--- config.mk ---
export PLATFORM = sky130hd
export DESIGN_NAME = timed_event_queue
export DESIGN_NICKNAME = d
export VERILOG_FILES = /design/src/rtl/teq_pkg.sv /design/src/rtl/timed_event_queue.sv /design/src/rtl/teq_store.sv
export SDC_FILE = /design/constraint.sdc
export NUM_CORES = 2
export LEC_CHECK = 0
export BUFFER_PORTS_ARGS = -buffer_cell sky130_fd_sc_hd__buf_2
export CAP_MARGIN = 20
export CORE_MARGIN = 2
export CORE_UTILIZATION = 56
export DETAILED_ROUTE_END_ITERATION = 7
export PLACE_DENSITY = 0.76
export SLEW_MARGIN = 20
export SYNTH_ARGS = -nofsm -noshare
export SYNTH_HDL_FRONTEND = slang
export SYNTH_SLANG_ARGS = --single-unit
--- constraint.sdc ---
create_clock -name clk_i -period 7.6 [get_ports clk_i]
set_clock_uncertainty 0.2 [all_clocks]
set_input_delay 1.52 -clock clk_i [delete_from_list [all_inputs] [get_ports clk_i]]
set_output_delay 1.52 -clock clk_i [all_outputs]
set_load 0.02 [all_outputs]
--- src/rtl/teq_pkg.sv ---
`default_nettype none
package teq_pkg;
  localparam int unsigned TimeW = 48;
  localparam int unsigned PayW  = 39;
  localparam int unsigned OrdW  = 8;
  localparam logic [TimeW-1:0] TimeMax = {TimeW{1'b1}};

  typedef enum logic [1:0] {
    CmdSched = 2'd0,
    CmdTick  = 2'd1,
    CmdIdle  = 2'd2,
    CmdNone  = 2'd3
  } cmd_e;

  typedef enum logic [1:0] {
    StOk     = 2'd0,
    StFull   = 2'd1,
    StZero   = 2'd2,
    StHalted = 2'd3
  } status_e;

  localparam logic [2:0] KindTimer = 3'd0;
  localparam logic CfgSysTick  = 1'b0;
  localparam logic CfgUserTick = 1'b1;

  typedef struct packed {
    logic [TimeW-1:0] due;
    logic [PayW-1:0]  pay;
    logic [OrdW-1:0]  ord;
  } entry_t;

  function automatic logic [TimeW-1:0] sat_add(input logic [TimeW-1:0] a,
                                               input logic [TimeW-1:0] b);
    logic [TimeW:0] s;
    s = {1'b0, a} + {1'b0, b};
    return s[TimeW] ? TimeMax : s[TimeW-1:0];
  endfunction
endpackage
`default_nettype wire

--- src/rtl/timed_event_queue.sv ---
`default_nettype none
// Timed event queue. Pending events live in a QUEUE_DEPTH-entry memory
// with one registered read port; valid bits sit in flip-flops. An item
// starts with a scan that reads each entry once to find the earliest due
// event, the first free entry, the count, and the tie rank for a schedule
// (a halted block, a none item and a zero-delay schedule skip the scan).
// A schedule then writes one entry if one is free. Tick and idle fire one
// event per scan, and each fired event costs another scan, a decide and a
// fire step. Each result is a beat on the output channel held in an output
// register, and the input stays stalled until the final beat has been
// taken. Ties at equal due time fire in schedule order. Times saturate at
// 2^48-1. After an idle on an empty queue, or on a lone timer event, the
// block halts and answers every item with status halted.
module timed_event_queue #(
  parameter int unsigned QUEUE_DEPTH = 16
) (
  input  wire         clk_i,
  input  wire         rst_ni,
  input  wire         cfg_valid_i,
  output logic        cfg_ready_o,
  input  wire         cfg_index_i,
  input  wire [7:0]   cfg_data_i,
  input  wire         in_valid_i,
  output logic        in_stall_o,
  input  wire [1:0]   cmd_i,
  input  wire [19:0]  delay_i,
  input  wire [2:0]   kind_i,
  input  wire [3:0]   handler_id_i,
  input  wire [31:0]  argument_i,
  input  wire         user_mode_i,
  output logic        out_valid_o,
  input  wire         out_stall_i,
  output logic        event_fired_o,
  output logic [2:0]  fired_kind_o,
  output logic [3:0]  fired_handler_o,
  output logic [31:0] fired_argument_o,
  output logic [47:0] fire_time_o,
  output logic [1:0]  status_o,
  output logic [47:0] now_time_o,
  output logic [47:0] idle_time_o,
  output logic        last_o
);
  import teq_pkg::*;

  localparam int unsigned AW = (QUEUE_DEPTH > 1) ? $clog2(QUEUE_DEPTH) : 1;
  localparam int unsigned CW = $clog2(QUEUE_DEPTH + 1);

  typedef enum logic [2:0] {
    SIdle, SScan, SDecide, SEmit, SFire
  } state_e;

  state_e state_q;
  logic [7:0] sys_tick_q, user_tick_q;
  logic [TimeW-1:0] now_q, idle_q;
  logic halted_q;
  logic [7:0] icount_q;
  logic [QUEUE_DEPTH-1:0] valid_q;

  // latched item
  cmd_e cmd_q;
  logic [19:0] delay_q;
  logic [PayW-1:0] pay_q;
  logic [TimeW-1:0] due_new_q;
  logic idle_mode_q;   // lone-timer rule applies
  logic first_q;       // first scan of an item

  // scan
  logic [CW-1:0] ridx_q;     // read address counter
  logic rd_pend_q;
  logic [AW-1:0] pidx_q;     // index of data now on rdata
  logic best_vld_q;
  logic [AW-1:0] best_idx_q;
  entry_t best_q;
  logic free_vld_q;
  logic [AW-1:0] free_idx_q;
  logic [CW-1:0] cnt_q;
  logic [OrdW-1:0] ord_q;

  // memory port
  logic we;
  logic [AW-1:0] waddr, raddr;
  entry_t wdata, rdata;

  teq_store #(.Depth(QUEUE_DEPTH), .AW(AW)) u_store (
    .clk_i(clk_i), .we_i(we), .waddr_i(waddr), .wdata_i(wdata),
    .raddr_i(raddr), .rdata_o(rdata)
  );

  assign raddr = ridx_q[AW-1:0];
  assign cfg_ready_o = (state_q == SIdle) && !out_valid_o;
  assign in_stall_o = !((state_q == SIdle) && !out_valid_o);

  wire out_free = !out_valid_o || !out_stall_i;
  wire in_acc = in_valid_i && !in_stall_o;

  // a freshly read entry beats the best so far
  wire cand_v = rd_pend_q && valid_q[pidx_q];
  wire better = !best_vld_q || (rdata.due < best_q.due) ||
                (rdata.due == best_q.due && rdata.ord < best_q.ord);

  // while idling, hold back a timer event that is the only one left
  wire lone_hold = idle_mode_q && cnt_q == CW'(1) && best_q.pay[PayW-1 -: 3] == KindTimer;
  wire fire_ok = best_q.due <= now_q && !halted_q && !lone_hold;
  // a new beat enters the output register this cycle
  wire beat_load = out_free && (state_q == SEmit || (state_q == SFire && fire_ok));

  always_comb begin
    we = 1'b0;
    waddr = free_idx_q;
    wdata.due = due_new_q;
    wdata.pay = pay_q;
    wdata.ord = ord_q;
    if (state_q == SDecide && cmd_q == CmdSched && delay_q != '0 && free_vld_q &&
        !halted_q) we = 1'b1;
  end

  always_ff @(posedge clk_i or negedge rst_ni) begin
    if (!rst_ni) begin
      state_q <= SIdle;
      sys_tick_q <= 8'd10;
      user_tick_q <= 8'd1;
      now_q <= '0;
      idle_q <= '0;
      halted_q <= 1'b0;
      icount_q <= '0;
      valid_q <= '0;
      out_valid_o <= 1'b0;
      cmd_q <= CmdNone;
      rd_pend_q <= 1'b0;
      ridx_q <= '0;
      idle_mode_q <= 1'b0;
      first_q <= 1'b0;
      best_vld_q <= 1'b0;
      free_vld_q <= 1'b0;
    end else begin
      if (out_valid_o && !out_stall_i && !beat_load) out_valid_o <= 1'b0;
      if (cfg_valid_i && cfg_ready_o) begin
        if (cfg_index_i == CfgSysTick) sys_tick_q <= cfg_data_i;
        else user_tick_q <= cfg_data_i;
      end
      case (state_q)
        SIdle: begin
          if (in_acc) begin
            cmd_q <= cmd_e'(cmd_i);
            delay_q <= delay_i;
            pay_q <= {kind_i, handler_id_i, argument_i};
            due_new_q <= sat_add(now_q, {{(TimeW-20){1'b0}}, delay_i});
            idle_mode_q <= (cmd_e'(cmd_i) == CmdIdle);
            first_q <= 1'b1;
            if (!halted_q && cmd_e'(cmd_i) == CmdTick)
              now_q <= sat_add(now_q, {40'd0, user_mode_i ? user_tick_q : sys_tick_q});
            if (halted_q || cmd_e'(cmd_i) == CmdNone ||
                (cmd_e'(cmd_i) == CmdSched && delay_i == '0)) begin
              state_q <= SDecide;
            end else begin
              state_q <= SScan;
              ridx_q <= '0;
              rd_pend_q <= 1'b0;
              best_vld_q <= 1'b0;
              free_vld_q <= 1'b0;
              cnt_q <= '0;
              ord_q <= '0;
            end
          end
        end
        SScan: begin
          // issue reads, fold the entry read in the previous cycle
          if (ridx_q < CW'(QUEUE_DEPTH)) begin
            pidx_q <= ridx_q[AW-1:0];
            rd_pend_q <= 1'b1;
            ridx_q <= ridx_q + 1'b1;
          end else begin
            rd_pend_q <= 1'b0;
          end
          if (rd_pend_q) begin
            if (cand_v) begin
              cnt_q <= cnt_q + 1'b1;
              if (better) begin
                best_vld_q <= 1'b1;
                best_idx_q <= pidx_q;
                best_q <= rdata;
              end
              if (rdata.due == due_new_q && rdata.ord + 1'b1 > ord_q)
                ord_q <= rdata.ord + 1'b1;
            end else if (!free_vld_q) begin
              free_vld_q <= 1'b1;
              free_idx_q <= pidx_q;
            end
          end
          if (rd_pend_q && ridx_q == CW'(QUEUE_DEPTH)) state_q <= SDecide;
        end
        SDecide: begin
          state_q <= SEmit;
          if (!halted_q && cmd_q == CmdSched && delay_q != '0 && free_vld_q) begin
            valid_q[free_idx_q] <= 1'b1;
            if (icount_q != 8'hFF) icount_q <= icount_q + 1'b1;
          end
          if (!halted_q && cmd_q == CmdIdle && first_q) begin
            if (!best_vld_q) begin
              halted_q <= 1'b1;
            end else begin
              if (best_q.due > now_q) begin
                idle_q <= sat_add(idle_q, best_q.due - now_q);
                now_q <= best_q.due;
              end
              if (cnt_q == CW'(1) && best_q.pay[PayW-1 -: 3] == KindTimer)
                halted_q <= 1'b1;
            end
          end
          if (!halted_q && (cmd_q == CmdTick || cmd_q == CmdIdle) && best_vld_q) begin
            // may fire; checked in SFire with updated now
            state_q <= SFire;
          end
          first_q <= 1'b0;
        end
        SFire: begin
          if (fire_ok) begin
            if (out_free) begin
              out_valid_o <= 1'b1;
              event_fired_o <= 1'b1;
              {fired_kind_o, fired_handler_o, fired_argument_o} <= best_q.pay;
              fire_time_o <= best_q.due;
              status_o <= StOk;
              now_time_o <= now_q;
              idle_time_o <= idle_q;
              last_o <= 1'b0;
              valid_q[best_idx_q] <= 1'b0;
              state_q <= SScan;
              ridx_q <= '0;
              rd_pend_q <= 1'b0;
              best_vld_q <= 1'b0;
              free_vld_q <= 1'b0;
              cnt_q <= '0;
            end
          end else begin
            state_q <= SEmit;
          end
        end
        SEmit: begin
          if (out_free) begin
            out_valid_o <= 1'b1;
            event_fired_o <= 1'b0;
            fired_kind_o <= '0;
            fired_handler_o <= '0;
            fired_argument_o <= '0;
            fire_time_o <= '0;
            if (halted_q) status_o <= StHalted;
            else if (cmd_q == CmdSched && delay_q == '0) status_o <= StZero;
            else if (cmd_q == CmdSched && !free_vld_q) status_o <= StFull;
            else status_o <= StOk;
            now_time_o <= now_q;
            idle_time_o <= idle_q;
            last_o <= 1'b1;
            state_q <= SIdle;
          end
        end
        default: state_q <= SIdle;
      endcase
    end
  end

  // the final beat of an item carries no event
  assert property (@(posedge clk_i) disable iff (!rst_ni)
    out_valid_o && last_o |-> !event_fired_o) else $error("last beat fired");
  // no item taken while a result is pending
  assert property (@(posedge clk_i) disable iff (!rst_ni)
    in_acc |-> !out_valid_o) else $error("accept with pending beat");
  // fired event is never in the future
  assert property (@(posedge clk_i) disable iff (!rst_ni)
    out_valid_o && event_fired_o |-> fire_time_o <= now_time_o)
    else $error("early fire");
endmodule
`default_nettype wire

--- src/rtl/teq_store.sv ---
`default_nettype none
// Entry memory: one write port, one read port, registered read data.
module teq_store #(
  parameter int unsigned Depth = 16,
  parameter int unsigned AW    = 4
) (
  input  wire                 clk_i,
  input  wire                 we_i,
  input  wire [AW-1:0]        waddr_i,
  input  teq_pkg::entry_t     wdata_i,
  input  wire [AW-1:0]        raddr_i,
  output teq_pkg::entry_t     rdata_o
);
  import teq_pkg::*;
  entry_t mem [Depth];
  always_ff @(posedge clk_i) begin
    if (we_i) mem[waddr_i] <= wdata_i;
    rdata_o <= mem[raddr_i];
  end
endmodule
`default_nettype wire

# Word-level counts from Yosys, hierarchy flattened
# Memory sizes are Yosys's and may differ from the RTL's. A register that Yosys moved wholly into a read port is not among the register bits.
# Index checks and enable logic that the tools add are counted.
[op_classes] addsub=7 bitwise=6 n_eq_ne=32 n_lt_le_gt_ge=11 shift=0 n_div=0 n_reduce_logical=81 multipliers=0 n_mux=98
[ops] op="48-bit two-way mux" count=14
[ops] op="48-bit one-hot mux with 2 select lines" count=4
[ops] op="48-bit == test" count=2
[ops] op="32-bit two-way mux" count=3
[ops] op="32-bit one-hot mux with 2 select lines" count=1
[ops] op="48-bit by 20-bit adder with 49-bit output" count=1
[ops] op="48-bit by 48-bit adder with 49-bit output" count=1
[ops] op="48-bit by 8-bit adder with 49-bit output" count=1
[ops] op="48-bit greater-than comparator" count=1
[ops] op="48-bit <= comparator" count=1
[ops] op="48-bit less-than comparator" count=1
[ops] op="16-bit two-way mux" count=3
[ops] op="8-bit two-way mux" count=6
[ops] op="48-bit subtractor" count=1
[ops] op="20-bit logical NOT" count=2
[ops] op="5-bit two-way mux" count=7
[ops] op="1-bit logical AND" count=33
[ops] op="16-bit one-hot mux with 2 select lines" count=1
[ops] op="5-bit one-hot mux with 3 select lines" count=2
[ops] op="2-bit != test, second input constant" count=13
[ops] op="1-bit two-way mux" count=25
[ops] op="3-bit two-way mux" count=8
[ops] op="5-bit AND reduction" count=4
[ops] op="20-bit nonzero test" count=1
[ops] op="43 further kinds" count=99
[word_totals] inputBits=76 mem_bits_rw=1520 ff_bits=559 wordCells=271 latch_bits=0 memories=1 mem_bits_ro=0 output_inout_bits=190
[memory_table] name="u_store.mem" depth=16 word_bits=95 rd=1 rd_ports_with_merged_regs=1 write_ports=1 line="teq_store.sv:15" source="entry_t mem [Depth];"

# Depth between registers and ports, before layout
[logic_depth] word_depth=14 depth_mapped=25 ltp_nobuf=22

# Cells and area by module
# A second synthesis with hierarchy kept.
[hier_totals] hier_cells=5178 area_unflattened_um2=88787.7
[modules_own_cells] mod="teq_store" seq_area_each_um2=47545.6 instances=1 area_each_um2=58698.8 cells_per_inst=2434
[modules_own_cells] mod="timed_event_queue" seq_area_each_um2=16066.7 instances=1 area_each_um2=30088.9 cells_per_inst=2744

# Worst setup path before layout
# No wires, ideal clock.
[synth_timing] path_type="register to register" startpoint="register best_q[64] (netlist bit)" endpoint="register best_idx_q[0] (enable)" arrival_time_ns=7.326 required_time_ns=6.784 stages_incl_launch_ff=12 synth_period_minus_slack_ns=8.142 setup_time_ns=0.616 n_path_buf=0 setup_slack_ns=-0.542 cell_sequence="edfxtp_1 inv_1 ha_1 a21o_1 a21o_1 a21o_1 a21o_1 a21o_1 a21o_1 a21oi_1 o221ai_1 a31oi_1"
[synth_between] elab_chain_len=4 elab_cells_between_ends=6 cone_classes="order compare (1); eq/ne (1); reduce/logical (4)"
[synth_rtl] element="start, declared" line="timed_event_queue.sv:73" source="entry_t best_q;"
[synth_rtl] element="start signal, assigned" line="timed_event_queue.sv:181" source="best_q <= rdata;"
[synth_rtl] element="48-bit less-than comparator or 48-bit == test (tied branches)" line="timed_event_queue.sv:98, timed_event_queue.sv:99"
[synth_rtl] element="1-bit logical OR or 1-bit logical AND (tied branches)" line="timed_event_queue.sv:98, timed_event_queue.sv:99"
[synth_rtl] element="1-bit logical OR *" line="timed_event_queue.sv:98" source="wire better = !best_vld_q || (rdata.due < best_q.due) ||"
[synth_rtl] element="5-bit AND reduction (no source line) *"
[synth_rtl] element="end signal, assigned" line="timed_event_queue.sv:180" source="best_idx_q <= pidx_q;"
[synth_rtl] element="end, declared" line="timed_event_queue.sv:72" source="logic [AW-1:0] best_idx_q;"
# Every way passes the cells marked *; elsewhere a longest branch is shown, timed or not.
# A chain may end at the register's enable or synchronous reset.

# Final worst setup path
[layout_timing] startpoint="register now_q[4]" endpoint="register idle_q[12]"
[layout_between] elab_chain_len=3 elab_cells_between_ends=5 cone_classes="add/sub (2); order compare (1); mux (1); reduce/logical (1)"
[layout_rtl] element="start, declared" line="timed_event_queue.sv:54" source="logic [TimeW-1:0] now_q, idle_q;"
[layout_rtl] element="start signal, assigned" line="timed_event_queue.sv:151" source="now_q <= sat_add(now_q, {40'd0, user_mode_i ? user_tick_q : sys_tick_q});"
[layout_rtl] element="start signal, assigned" line="timed_event_queue.sv:204" source="now_q <= best_q.due;"
[layout_rtl] element="48-bit subtractor" line="timed_event_queue.sv:203" source="idle_q <= sat_add(idle_q, best_q.due - now_q);"
[layout_rtl] element="48-bit by 48-bit adder with 49-bit output" line="teq_pkg.sv:35" source="s = {1'b0, a} + {1'b0, b};"
[layout_rtl] element="48-bit two-way mux" line="teq_pkg.sv:36" source="return s[TimeW] ? TimeMax : s[TimeW-1:0];"
[layout_rtl] element="end signal, assigned" line="timed_event_queue.sv:203"
[layout_rtl] element="end, declared" line="timed_event_queue.sv:54"
# Parallel ways exist; a longest one is shown, timed or not.

==> qor.yml <==
critical_path:
  required_ns: 8.10
  critPathArrivalTime_ns: 6.92
  crit_chain: "inv_1 -> ha_1 -> a211oi_1 -> nor2_1 -> o31ai_1 -> a311oi_1 -> o21a_1 -> o21a_1 -> a221o_1 -> a21oi_1 -> xnor2_1 -> ha_1 -> a21o_1 -> a21o_1 -> a21oi_1 -> o21ai_1 -> a2111o_1 -> a31oi_1 -> o211a_1 -> buf_4 -> a21oi_1"
  reg2regPathDepth: 21
  crit_fanout: 20
  path_class: "reg2reg"
  max_stage_delay_ns: 0.66
  worst-path-buf-inv: 2
  cp-end-kind: "flip-flop"
  cpLargestDelayFamily: "compound AO/OA/AOI/OAI gates"
  cp_slowest_cell: "o211a_1"
  startpoint_type: "flip-flop"
  cp.depth: 21
  crit_path_frequent_cell: "a21oi_1"
synthesis:
  ys_top_cells_by_count: "1934 x edfxtp_1, 480 x mux4_2, 221 x a21oi_1, 214 x nor2_1, 199 x ha_1"
  synth_edf_count: 1934
  async_flop_share: 0.0667
  ys_ff_latch: 2174
  ys_seq_area_frac: 0.715
  synth.avg_cell_area_um2: 18.0
  yosysWarnings: 0
  synth_cells: 4956
  yosys.area.top_type_share: 0.653
  postSynthNetCount: 5235
  synth_top_flop_cell: "edfxtp_1"
  syn_area_mm2: 0.0890
  synth_cell_types: 90
  synth_most_common_cell: "edfxtp_1"
  yosysTopAreaCell: "edfxtp_1"
  synthTopCellsByArea: "edfxtp_1 65%, mux4_2 12%, dfrtp_1 3.9%"
placed_design:
  placed_cells: 7169
  io_buffers: 265
  place_congestion: 0.940
  place_hpwl_mm: 133
cts:
  clock_latency_ns: 0.86
  cts_setup_buffers: 0
  cts.sinks: 2174
  post_cts_resized: 0
  cts_tree: "built"
  numCtsBuffers: 206
  path_clk_slew_ns: 0.07
  root_buffer: "clkbuf_16"
  cts_buffer_depth: 3
  hold_buffers: 0
  htree_num_levels: 4
floorplan:
  die_area_mm2: 0.162
  initial_utilization: 0.563
  io_pins: 266
  num_rows: 146
  die_h_um: 403
  core_area_mm2: 0.158
  die_w_um: 403
grt:
  overflow: 0
  grt_pass1_vias: 49320
  antenna_found_initial: 10
  grt_max_degree: 141
  grt_pass1_wl_mm: 331
  grtUsageTotal: 0.279
routing:
  antenna_left: 0
  route.detailed.drc: 0
  drt_first_pass_iters: 8
  via_per_inst: 6.46
  drt_first_iter_violations: 5880
  vias: 48887
  wire_per_inst_um: 29.8
  finalWirelength_mm: 226
sta:
  tightest_slew_ns: 1.31
  period_needed_ns: 6.43
  final-hold-violation-count: 0
  fin_crit_sh: 0.846
  slew_viol_final: 0
  setup_tns_ns: 0
  maxSlewHeadroom: 0.125
  setup_viol: 0
  fmax_mhz: 156
  rsz0062_at_grt: "no"
hold_path:
  hold_path_class: "reg2reg"
  hold_path_depth: 0
finish:
  fin_util: 0.634
  fillers: 10573
  syn_to_final_growth_pct: 12.7
  drive_above_1_share: 0.227
  fin_nets: 5587
  instances_no_fill: 7571
flow_run:
  maxCapViolCount: 0
pwr:
  p_leak_nw: 34.3
  peakVddDrop_mv: 0.313
  p_per_area_mw_per_mm2: 394
run_status:
  status: "completed"
-- final cells by class --
class / count / area [um2] / share of cell area
flip-flops and latches: 2174 / 63600 / 0.635
multi-input cells: 2405 / 24100 / 0.240
clock buffers: 274 / 5650 / 0.0564
well taps: 2072 / 2590 / 0.0259
repair buffers: 350 / 2140 / 0.0214
clock inverters: 118 / 1490 / 0.0149
inverters: 171 / 647 / 0.00645
diodes: 7 / 17.5 / 0.000175
-- cells by family after synthesis --
family                     after synthesis  synth area share
and+or+nand+nor                        785            0.0441
DFF                                   2174             0.715
AOI/OAI and AO/OA                      738            0.0536
xor gates and xnor gates               170            0.0167
muxes                                  509             0.125
adders and majority gates              203            0.0289
buffers and inverters                  377            0.0166
-- placed cells by master (no fill, tap or decap), types with 40 or more instances in the layout --
master	instances
o21ai_0	140
mux4_2	480
a21o_1	76
nand3_1	62
xor2_1	74
dfrtp_1	137
nor2_1	198
a21oi_1	219
edfxtp_1	1934
xnor2_1	96
nand4_1	72
clkbuf_1	46
clkinv_2	40
buf_2	264
inv_1	169
nand2_1	158
clkbuf_16	208
and2_1	56
dfxtp_1	95
ha_1	199
buf_4	73
nor3_1	50
-- worst paths after layout --
| path | slack (ns) | startpoint | to |
|---|---|---|---|
| max | 1.17 | now_q[4] | idle_q[12] |
| min | 0.19 | u_store.rdata_o[12] | best_q[12] |
| max reg2reg | 1.17 | now_q[4] | idle_q[12] |
| min reg2reg | 0.19 | u_store.rdata_o[12] | best_q[12] |
| max in group asynchronous | 5.52 | rst_ni | now_q[40] |
| min in group asynchronous | 0.47 | rst_ni | now_q[3] |
-- worst register-to-register path, cell delays in order (launching register included) --
cell	delay, ns
dfrtp_1	0.40
inv_1	0.09
ha_1	0.39
a211oi_1	0.26
nor2_1	0.11
o31ai_1	0.64
a311oi_1	0.25
o21a_1	0.30
o21a_1	0.21
a221o_1	0.34
a21oi_1	0.17
xnor2_1	0.14
ha_1	0.33
a21o_1	0.19
a21o_1	0.17
a21oi_1	0.18
o21ai_1	0.12
a2111o_1	0.42
a31oi_1	0.28
o211a_1	0.66
buf_4	0.33
a21oi_1	0.10
-- registers in the layout, indices dropped and copies added (netlist names), 5 cells and up --
register	cells
u_store.mem	1520
best_q	95
u_store.rdata_o	95
due_new_q	48
fire_time_o	48
idle_q	48
idle_time_o	48
now_q	48
now_time_o	48
pay_q	39
fired_argument_o	32
delay_q	20
valid_q	16
ord_q	8
sys_tick_q	8
user_tick_q	8
cnt_q	5
ridx_q	5
-- report_power, final --
group / switching (mW) / internal, mW
Clock: 4.59 / 6.10
Combinational: 7.21 / 5.60
Sequential: 1.39 / 14.6
-- metal layers --
layer  part of all wire  up-vias  wire (um)  track usage
met5            0.00027        -         62            0
met3              0.083      402      18700       0.0454
li1                   -    20614          -            -
met2               0.49     2637     110000        0.451
met1               0.40    25224      89500        0.390
met4              0.033       10       7520       0.0994
-- through the flow --
step / worst slack [ns] / hold slack, ns / cell area [um2] / power, mW
final: 1.17 / 0.187 / 100000 / 39.5
after global routing: 0.753 / 0.200 / 100000 / 41.2
after CTS: 1.17 / 0.203 / 100000 / 39.5
after detailed placement: 1.23 / 0.189 / 93000 / 28.7
after global placement: 1.28 / 0.186 / 93000 / 28.6
after floorplan: 1.63 / 0.186 / 89000 / 25.1
Power figures use the tool's default switching activity.
